## config.mk

```make
export PLATFORM = sky130hd
export DESIGN_NAME = rvg_div
export DESIGN_NICKNAME = d
export VERILOG_FILES = /design/src/hw/rtl/rvg_div.sv
export SDC_FILE = /design/constraint.sdc
export NUM_CORES = 1
export LEC_CHECK = 0
export ABC_AREA = 1
export BUFFER_PORTS_ARGS = -buffer_cell sky130_fd_sc_hd__buf_4
export CAP_MARGIN = 20
export CORE_MARGIN = 2
export CORE_UTILIZATION = 55
export CTS_CLUSTER_DIAMETER = 100
export DETAILED_ROUTE_END_ITERATION = 8
export PLACE_DENSITY = 0.67
export SLEW_MARGIN = 5
export SYNTH_ARGS = -nofsm -noshare
export SYNTH_HDL_FRONTEND = slang
export SYNTH_SLANG_ARGS = --single-unit
```

## constraint.sdc

```tcl
create_clock -name aclk -period 4.4 [get_ports aclk]
set_input_delay 0 -clock aclk [delete_from_list [all_inputs] [get_ports aclk]]
set_output_delay 0 -clock aclk [all_outputs]
set_load 0.05 [all_outputs]
```

## src/hw/rtl/rvg_div.sv

```systemverilog
// ----------------------------------------------------------------------------
// rvg_div - pipelined restoring divider
// One quotient bit per stage. Computes (num << (QUO_W-1)) / den where
// num < 2*den, with a side payload carried alongside.
// ----------------------------------------------------------------------------
`timescale 1ns / 1ps

module rvg_div #(
    parameter int DEN_W = 17,
    parameter int QUO_W = 17,
    parameter int PAY_W = 8
) (
    input  logic             aclk,
    input  logic             aresetn,
    input  logic             en,
    input  logic             in_valid,
    input  logic [DEN_W-1:0] in_num,
    input  logic [DEN_W-1:0] in_den,
    input  logic [PAY_W-1:0] in_pay,
    output logic             out_valid,
    output logic [QUO_W-1:0] out_quo,
    output logic [PAY_W-1:0] out_pay
);

    localparam int RMW = DEN_W + 1;

    logic [RMW-1:0]   rem_reg   [QUO_W];
    logic [DEN_W-1:0] den_reg   [QUO_W];
    logic [QUO_W-1:0] quo_reg   [QUO_W];
    logic [PAY_W-1:0] pay_reg   [QUO_W];
    logic             valid_reg [QUO_W];

    for (genvar i = 0; i < QUO_W; i++) begin : g_step
        logic [RMW-1:0]   rem_in;
        logic [RMW-1:0]   cand;
        logic [RMW-1:0]   rem_next;
        logic [DEN_W-1:0] den_in;
        logic [QUO_W-1:0] quo_in;
        logic [QUO_W-1:0] quo_next;
        logic [PAY_W-1:0] pay_in;
        logic             valid_in;

        if (i == 0) begin : g_first
            assign rem_in   = RMW'(in_num);
            assign cand     = rem_in;
            assign den_in   = in_den;
            assign quo_in   = '0;
            assign pay_in   = in_pay;
            assign valid_in = in_valid;
        end else begin : g_next
            assign rem_in   = rem_reg[i-1];
            assign cand     = {rem_in[DEN_W-1:0], 1'b0};
            assign den_in   = den_reg[i-1];
            assign quo_in   = quo_reg[i-1];
            assign pay_in   = pay_reg[i-1];
            assign valid_in = valid_reg[i-1];
        end

        always_comb begin
            if (cand >= {1'b0, den_in}) begin
                rem_next = cand - {1'b0, den_in};
                quo_next = {quo_in[QUO_W-2:0], 1'b1};
            end else begin
                rem_next = cand;
                quo_next = {quo_in[QUO_W-2:0], 1'b0};
            end
        end

        always_ff @(posedge aclk) begin
            if (!aresetn) begin
                valid_reg[i] <= 1'b0;
            end else if (en) begin
                valid_reg[i] <= valid_in;
            end
        end

        always_ff @(posedge aclk) begin
            if (en) begin
                rem_reg[i] <= rem_next;
                den_reg[i] <= den_in;
                quo_reg[i] <= quo_next;
                pay_reg[i] <= pay_in;
            end
        end
    end

    assign out_valid = valid_reg[QUO_W-1];
    assign out_quo   = quo_reg[QUO_W-1];
    assign out_pay   = pay_reg[QUO_W-1];

endmodule

```

# After elaboration in Yosys (flattened, before gate mapping)

Memory sizes are Yosys's and may differ from the RTL's.
Index checks and enable logic that the tools add are counted.

Flip-flop bits (word level): 0
Memory bits (writable): 1037
Input port bits: 46
Output and inout port bits: 26
Word-level logic and storage cells: 112
Memories: 5

Memories:

| name      | words | width | rd ports | clocked after Yosys merged registers in | wr ports | line | source |
|---|---|---|---|---|---|---|---|
| rem_reg   | 17    | 18    | 16       | 0                                       | 17       | 27   | `logic [RMW-1:0] rem_reg [QUO_W];` |
| den_reg   | 17    | 17    | 16       | 0                                       | 17       | 28   | `logic [DEN_W-1:0] den_reg [QUO_W];` |
| quo_reg   | 17    | 17    | 17       | 0                                       | 17       | 29   | `logic [QUO_W-1:0] quo_reg [QUO_W];` |
| pay_reg   | 17    | 8     | 17       | 0                                       | 17       | 30   | `logic [PAY_W-1:0] pay_reg [QUO_W];` |
| valid_reg | 17    | 1     | 17       | 0                                       | 17       | 31   | `logic valid_reg [QUO_W];` |

$add $sub $neg: 17
Order comparisons: 17
Multiplexer cells: 56
Bitwise operators: 17

Operators with widths:

| operator         | number |
|---|---|
| $mux W18         | 17 |
| $ge A18 B17 Y1   | 16 |
| $sub A18 B17 Y18 | 16 |
| $mux W1          | 39 |
| $sub A17 B17 Y18 | 1 |
| $ge A17 B17 Y1   | 1 |
| $or A1 B1 Y1     | 17 |

# Logic depth before layout (Yosys ltp)

Gate-level depths: netlist of the first run.

Word-level depth: 4
Depth in mapped cells: 14

# Least setup slack after synthesis of the first run

OpenSTA, ideal clock, no wires.

Kind: reg-to-reg
Start point: memory rem_reg[0][90] (netlist bit)
End point: memory rem_reg[0][111] (netlist bit) (data pin)
Setup time: 0.252 ns
Data arrival time: 1.626 ns
Data required time: 4.148 ns
Slack: 2.521 ns
Stages on the path, launching flop included: 12
Path buffers: 1
Period minus slack after synthesis: 1.879 ns
Cell sequence: edfxtp_1 > ha_1 > ha_1 > nand3_1 > nor2_1 > nand4_1 > nand2_1 > nor2_4 > nand2_4 > buf_6 > nand2_1 > nand2_1

RTL lines:

| item        | line |
|---|---|
| from (decl) | 27 |

==> flow_metrics.py, run 1 <==
metrics = {
    "timing": {
        "max_freq_ghz": 0.398,
        "finalCritPeriodShare_pct": 57.1,
        "min_period_ns": 2.51,
        "fin_setup_tns_ns": 0,
        "rsz0062_at_grt": "no",
        "drv_slew": 0,
        "fin_worst_skew_ns": 0.0334,
        "setup_viol": 0,
        "slew_headroom_pct": 43.3,
        "timing.hold.ws_ns": 0.0582,
        "worst_pin_slew_ns": 0.850,
        "hold_viol": 0,
    },
    "setup_path": {
        "cpMostUsedCell": "nand2_1",
        "startpoint_type": "register",
        "crit_required_ns": 4.81,
        "arrival_ns": 2.92,
        "end_kind": "register",
        "cpLargestDelayFamily": "simple AND/OR/NAND/NOR gates",
        "slowest_delay_ns": 0.49,
        "r2r_slack_ns": 1.89,
        "timing.critical_path.buf_inv": 2,
        "path_cells": "inv_1, ha_1, nand2_1, inv_1, nand2_1, nand2_1, nor3b_2, nor2_4, nand2_4, nand2_1, nand2_1",
        "cp_slowest_cell": "edfxtp_1",
        "crit_path_max_fanout": 18,
        "critPathKind": "reg -> reg",
    },
    "power": {
        "switching_share_pct": 39.8,
        "p_seq_share_pct": 36.2,
        "p_sw_w": 0.0137,
        "vdd_drop_max_v": 0.000397,
        "clock_power_share_pct": 22.6,
        "p_leak_nw": 26.4,
        "p_int_w": 0.0207,
        "power_density_nw_per_um2": 645,
        "combPwrFrac_pct": 41.2,
    },
    "grt": {
        "grt_pass1_wl_um": 172000,
        "grt_pass1_vias": 32700,
        "use_met3_pct": 2.96,
        "grt.total_usage_pct": 24.2,
        "grt_use_met2_pct": 41.3,
        "grt_max_degree": 154,
        "grt.busiest_layer": "met2",
        "gr-total-overflow": 0,
        "antenna_found_initial": 0,
        "use_met1_pct": 32.0,
    },
    "clocking": {
        "cts_tree": "built",
        "cts_root_buf": "clkbuf_16",
        "htreeDepth": 3,
        "cts_buffers": 92,
        "ctsResizeCount": 0,
        "clk_pin_slew_ns": 0.06,
        "clk-insertion-delay-late_ns": 0.68,
        "cts.sinks": 850,
        "clk_path_buf_depth": 3,
    },
    "synthesis": {
        "ys.flop_type": "edfxtp_1",
        "async_flop_share_pct": 0,
        "synth_fp_nets": 5851,
        "avgSynthCellArea_um2": 8.74,
        "syn-cell-area_um2": 48100,
        "synthDistinctLibCells": 37,
        "netlist_instances": 5501,
        "yosysWarnings": 0,
        "synth-edff-count": 849,
        "yosysSeqAreaShare_pct": 53.1,
        "ys_seq_elements": 850,
    },
    "floorplan": {
        "die_w_um": 300,
        "num_rows": 108,
        "start_util_pct": 55.4,
        "ios": 72,
        "fp.coreArea_um2": 86800,
        "dieArea_um2": 89800,
        "die_y_um": 300,
    },
    "route": {
        "drcViolationCount": 0,
        "via_count": 34200,
        "drtIter0Drc": 2685,
        "wl_um": 108000,
        "post_drt_wl_per_cell_um": 15.6,
        "drt_pass1_iterations": 8,
        "ant_nets": 0,
        "viasPerCell": 4.96,
    },
    "flow_run": {
        "maxCapViolations": 0,
    },
    "finish": {
        "drive_above_1_share_pct": 5.74,
        "syn2layout_area_growth_pct": 10.9,
        "nNetsFinal": 6032,
        "antenna_cells": 0,
        "layout_common_cells": "2080 x nand2_1, 1065 x inv_1, 849 x edfxtp_1, 314 x nand3_1, 288 x ha_1",
        "final_common_cell": "nand2_1",
    },
    "place": {
        "hpwl_um": 80500,
        "numPortBuffers": 71,
        "gp_congestion": 0.914,
    },
    "outcome": {
        "status": "finished clean",
    },
    "min_path": {
        "min-delay-path-class": "in -> reg",
    },
}
-- synthesized netlist by cell type (18+ instances only) --
master | number | area (µm²)
xor2_1 | 75 | 657
or2_2 | 33 | 206
nand3b_1 | 80 | 601
edfxtp_1 | 849 | 25500
nor2_1 | 253 | 950
nor3_1 | 43 | 215
and2_1 | 18 | 113
buf_6 | 23 | 259
inv_1 | 1065 | 4000
ha_1 | 288 | 3600
nand2_1 | 2080 | 7810
nand2_2 | 30 | 188
xnor2_1 | 26 | 228
nand3_1 | 314 | 1570
nand4_1 | 45 | 282
a21oi_1 | 153 | 766
-- what timing repair did --
| item | 4_1_cts | 5_1_grt |
|---|---|---|
| endpoints found under the setup margin | 0 | 0 |
| setup buffers | 0 | 0 |
| hold buffers | 47 | 0 |
| hold endpoints to repair | 104 | 0 |
-- power by group through the flow --
stage                     clock network (W)  logic [W]  registers [W]
after CTS                           0.00795     0.0141         0.0125
after detailed placement                  0     0.0140         0.0126
after floorplan                           0     0.0109         0.0120
final                               0.00776     0.0142         0.0125
after global routing                0.00824     0.0162         0.0126
after global placement                    0     0.0139         0.0126
-- kinds of logic after synthesis --
kind of cell    after synthesis  synth area share [%]
compound gates              176                  1.86
xor+xnor                    101                  1.84
fa+ha+maj                   304                  8.16
buf+inv                    1119                  9.22
flops                       850                  53.1
simple gates               2951                  25.8
-- final timing paths --
check,end,depth (start not counted),startpoint
max reg2reg,rem_reg[0][116],11,den_reg[0][98]
min reg2reg,pay_reg[0][80],0,pay_reg[0][72]
max,rem_reg[0][116],11,den_reg[0][98]
min,pay_reg[0][6],2,in_pay[6]
-- layout make-up --
| type | instances | area (µm²) |
|---|---|---|
| well taps | 1155 | 1450 |
| clock inverters | 49 | 584 |
| inverters | 1079 | 4070 |
| clock buffers | 116 | 2430 |
| fillers | 7562 | 33400 |
| flip-flops and latches | 850 | 25500 |
| repair buffers | 127 | 1150 |
| multi-input cells | 3532 | 18100 |
-- through the flow --
stage | instance area [µm²] | instances | util [%] | setup WS (ns) | total power (W)
floorplan | 48100 | 5501 | - | 2.52 | 0.0229
global placement | 49800 | 6696 | 57.4 | 1.95 | 0.0265
detailed placement | 49800 | 6696 | 57.4 | 1.94 | 0.0266
CTS | 53300 | 6908 | 61.5 | 1.94 | 0.0346
global route | 53300 | 6908 | 61.5 | 1.76 | 0.0371
finish | 53300 | 6908 | 61.5 | 1.89 | 0.0344
-- metal layers --
metal | vias to the layer above | part of all wire, %
li1 | 17800 | -
met1 | 15600 | 45
met2 | 655 | 48
met3 | 193 | 3.8
met4 | 0 | 3.2
met5 | - | 0
Note: power is estimated with default switching activity, not from simulation.
==> inputs of run 2 (changes only) <==
--- a/config.mk
+++ b/config.mk
@@ -5,14 +5,14 @@
 export SDC_FILE = /design/constraint.sdc
 export NUM_CORES = 1
 export LEC_CHECK = 0
-export ABC_AREA = 1
+export ABC_AREA = 0
 export BUFFER_PORTS_ARGS = -buffer_cell sky130_fd_sc_hd__buf_4
 export CAP_MARGIN = 20
 export CORE_MARGIN = 2
 export CORE_UTILIZATION = 55
 export CTS_CLUSTER_DIAMETER = 100
 export DETAILED_ROUTE_END_ITERATION = 8
-export PLACE_DENSITY = 0.67
+export PLACE_DENSITY = 0.7
 export SLEW_MARGIN = 5
 export SYNTH_ARGS = -nofsm -noshare
 export SYNTH_HDL_FRONTEND = slang
==> constraint.sdc (replaced) <==
create_clock -name aclk -period 2.2 [get_ports aclk]
set_input_delay 0 -clock aclk [delete_from_list [all_inputs] [get_ports aclk]]
set_output_delay 0 -clock aclk [all_outputs]
set_load 0.05 [all_outputs]
==> run 2 against run 1 <==
Net effect: the run now ends with negative setup slack left; wire length decreased by 8.4%; combinational power grew to 2.9 times the previous value; clock-buffer cell count fell by 18; global-route usage up 0.12 points; synthesized area decreased by 12%; setup slack worse by 2.6 ns; critical endpoint is now rem_reg[0][130]; highest routed layer unchanged.
==> flow_metrics.py, run 2 <==
metrics = {
    "clocking": {
        "cts.sinks": 850,
        "cts_buffers": 90,
        "cts_tree": "built",
        "clk-insertion-delay-late_ns": 0.65,
        "clk_path_buf_depth": 3,
        "htreeDepth": 3,
        "clk_pin_slew_ns": 0.06,
        "cts_root_buf": "clkbuf_16",
    },
    "floorplan": {
        "ios": 72,
        "fp.coreArea_um2": 75900,
        "start_util_pct": 55.5,
        "num_rows": 101,
        "die_y_um": 281,
        "dieArea_um2": 78900,
        "die_w_um": 281,
    },
    "setup_path": {
        "crit_path_max_fanout": 13,
        "critPathKind": "reg -> reg",
        "crit_required_ns": 2.59,
        "cpMostUsedCell": "buf_6",
        "arrival_ns": 3.27,
        "startpoint_type": "register",
        "end_kind": "register",
        "slowest_delay_ns": 0.44,
        "path_cells": "fa_2, nor2b_1, o21ai_1, a21o_1, a211oi_4, nor2_2, a211oi_2, nor4_4, buf_12, buf_6, buf_6, nand2_2, o21ai_2",
        "cp_slowest_cell": "edfxtp_1",
    },
    "timing": {
        "rsz0062_at_grt": "yes",
        "timing.hold.ws_ns": 0.0321,
        "worst_pin_slew_ns": 0.729,
        "fin_worst_skew_ns": 0.0231,
        "finalCritPeriodShare_pct": 131,
        "max_freq_ghz": 0.347,
        "min_period_ns": 2.88,
        "drv_slew": 0,
        "setup_viol": 289,
        "hold_viol": 0,
        "final.setup.worst_slack_ns": -0.684,
        "slew_headroom_pct": 51.4,
    },
    "synthesis": {
        "ys_seq_elements": 850,
        "async_flop_share_pct": 0,
        "netlist_instances": 3304,
        "synth_top_area_share_pct": 60.5,
        "synthDistinctLibCells": 79,
        "synth_common_cells": "849 x edfxtp_1, 366 x inv_1, 288 x ha_1, 199 x o21ai_0, 196 x a21oi_1",
        "ys.flop_type": "edfxtp_1",
        "synth_fp_nets": 3654,
        "synth-edff-count": 849,
        "syn-cell-area_um2": 42200,
        "yosysTopAreaCell": "edfxtp_1",
        "yosys-top-cells-area": "edfxtp_1 60%, ha_1 8.5%, inv_1 3.3%, mux2_2 3.1%, xnor2_1 2.6%",
        "yosysSeqAreaShare_pct": 60.5,
        "avgSynthCellArea_um2": 12.8,
        "yosysWarnings": 0,
        "yosysMostFrequentCell": "edfxtp_1",
    },
    "finish": {
        "syn2layout_area_growth_pct": 38.9,
        "fillCellCount": 4387,
        "final_common_cell": "buf_4",
        "ff_latch_area_um2": 25500,
        "stdcell_area_um2": 58600,
        "nNetsFinal": 4822,
        "antenna_cells": 0,
        "layout_common_cells": "969 x buf_4, 849 x edfxtp_1, 323 x inv_1, 238 x ha_1, 158 x nor2_1",
        "multi_input_area_um2": 17800,
        "drive_above_1_share_pct": 39.5,
    },
    "power": {
        "combPwrFrac_pct": 50.5,
        "p_int_w": 0.0547,
        "finalPower_w": 0.0827,
        "clock_power_share_pct": 19.1,
        "power_density_nw_per_um2": 1410,
        "p_seq_share_pct": 30.4,
        "p_leak_nw": 25.1,
        "p_sw_w": 0.0280,
        "vdd_drop_max_v": 0.000905,
        "switching_share_pct": 33.8,
    },
    "route": {
        "ant_nets": 0,
        "via_count": 30300,
        "drt_pass1_iterations": 7,
        "drcViolationCount": 0,
        "wl_um": 98800,
        "drtIter0Drc": 1915,
        "post_drt_wl_per_cell_um": 17.7,
        "viasPerCell": 5.44,
    },
    "grt": {
        "grt_max_degree": 113,
        "grt.total_usage_pct": 24.3,
        "gr-total-overflow": 0,
        "antenna_found_initial": 0,
        "grt_pass1_vias": 31200,
        "grt_pass1_wl_um": 154000,
    },
    "place": {
        "gp_congestion": 0.928,
        "placed_cell_area_um2": 51300,
        "numPortBuffers": 71,
        "hpwl_um": 65400,
    },
    "outcome": {
        "status": "complete, but fails checks",
        "violations": "negative setup slack",
    },
    "min_path": {
        "min-delay-path-class": "in -> reg",
    },
    "flow_run": {
        "maxCapViolations": 0,
    },
}
==> run 2: cell count changes in the layout (fill, tap and decap cells not counted), moves of 95 or more <==
| cell | change |
|---|---|
| nor2_1 | -95 |
| nand2_1 | -1928 |
| xnor2_1 | +98 |
| buf_4 | +896 |
| nand3_1 | -274 |
| a21o_1 | +99 |
| inv_1 | -742 |
==> run 2: worst paths after layout <==
check,start,endpoint,slack (ns),cells past startpoint
setup reg to reg,den_reg[0][102],rem_reg[0][130],-0.68,13
setup / recovery,den_reg[0][102],rem_reg[0][130],-0.68,13
hold / removal,in_num[6],rem_reg[0][6],0.03,4
hold reg to reg,pay_reg[0][69],pay_reg[0][77],0.40,0
==> run 2: power groups by stage <==
stage                     logic, W  clock network, W  registers [W]
after detailed placement    0.0332                 0         0.0253
after CTS                   0.0390            0.0161         0.0251
after global routing        0.0449            0.0167         0.0254
after global placement      0.0318                 0         0.0252
after floorplan             0.0211                 0         0.0244
final                       0.0418            0.0158         0.0252
==> run 2: logic make-up (layout without fill, tap and decap cells) <==
kind of cell | after synthesis | count (layout) | share of synthesized area [%]
buf+inv | 411 | 1651 | 3.73
fa+ha+maj | 304 | 304 | 9.31
xor+xnor | 214 | 214 | 4.45
simple gates | 659 | 659 | 7.46
flops | 850 | 850 | 60.5
compound gates | 730 | 730 | 10.9
mux | 136 | 136 | 3.66
==> run 2: final cells by class <==
cell class | instances | area share, %
Clock inverter | 66 | 1.40
Multi-Input combinational cell | 2043 | 30.5
Sequential cell | 850 | 43.6
Inverter | 366 | 2.38
Timing Repair Buffer | 1121 | 16.1
Clock buffer | 98 | 3.90
Tap cell | 1030 | 2.20
==> run 2: timing repair <==
item,CTS,global route
pin swaps,139,116
endpoints found under the setup margin,271,289
endpoints found under the hold margin,148,4
hold buffers,47,5
gates resized for setup,348,151
gates cloned,15,6
buffers inserted,119,48
==> run 2: worst max-delay path: cells and delay by family (launching register included) <==
family                   cells  cell delay (ns)
AO/OA/AOI/OAI                5             0.99
flip-flops                   1             0.44
adder cells (fa/ha/maj)      1             0.42
AND/OR/NAND/NOR              4             0.41
buffers and inverters        3             0.39
==> run 2: per-stage QoR <==
| step | instances | worst slack, ns | utilization (%) | TNS (ns) |
|---|---|---|---|---|
| floorplan | 3304 | -0.658 | - | -71.64 |
| global placement | 5188 | -0.799 | 67.5 | -136.27 |
| detailed placement | 5188 | -0.758 | 67.5 | -154.22 |
| CTS | 5527 | -0.639 | 75.6 | -132.21 |
| global route | 5574 | -0.799 | 77.1 | -169.32 |
| finish | 5574 | -0.684 | 77.1 | -140.69 |
==> run 2: per-layer routing <==
layer,part of all wire (%),global-route usage (%),routed length (µm)
met1,40,29.0,39300
met2,52,44.2,51300
met3,4.5,3.37,4480
met4,3.8,9.82,3740
met5,0,0,0
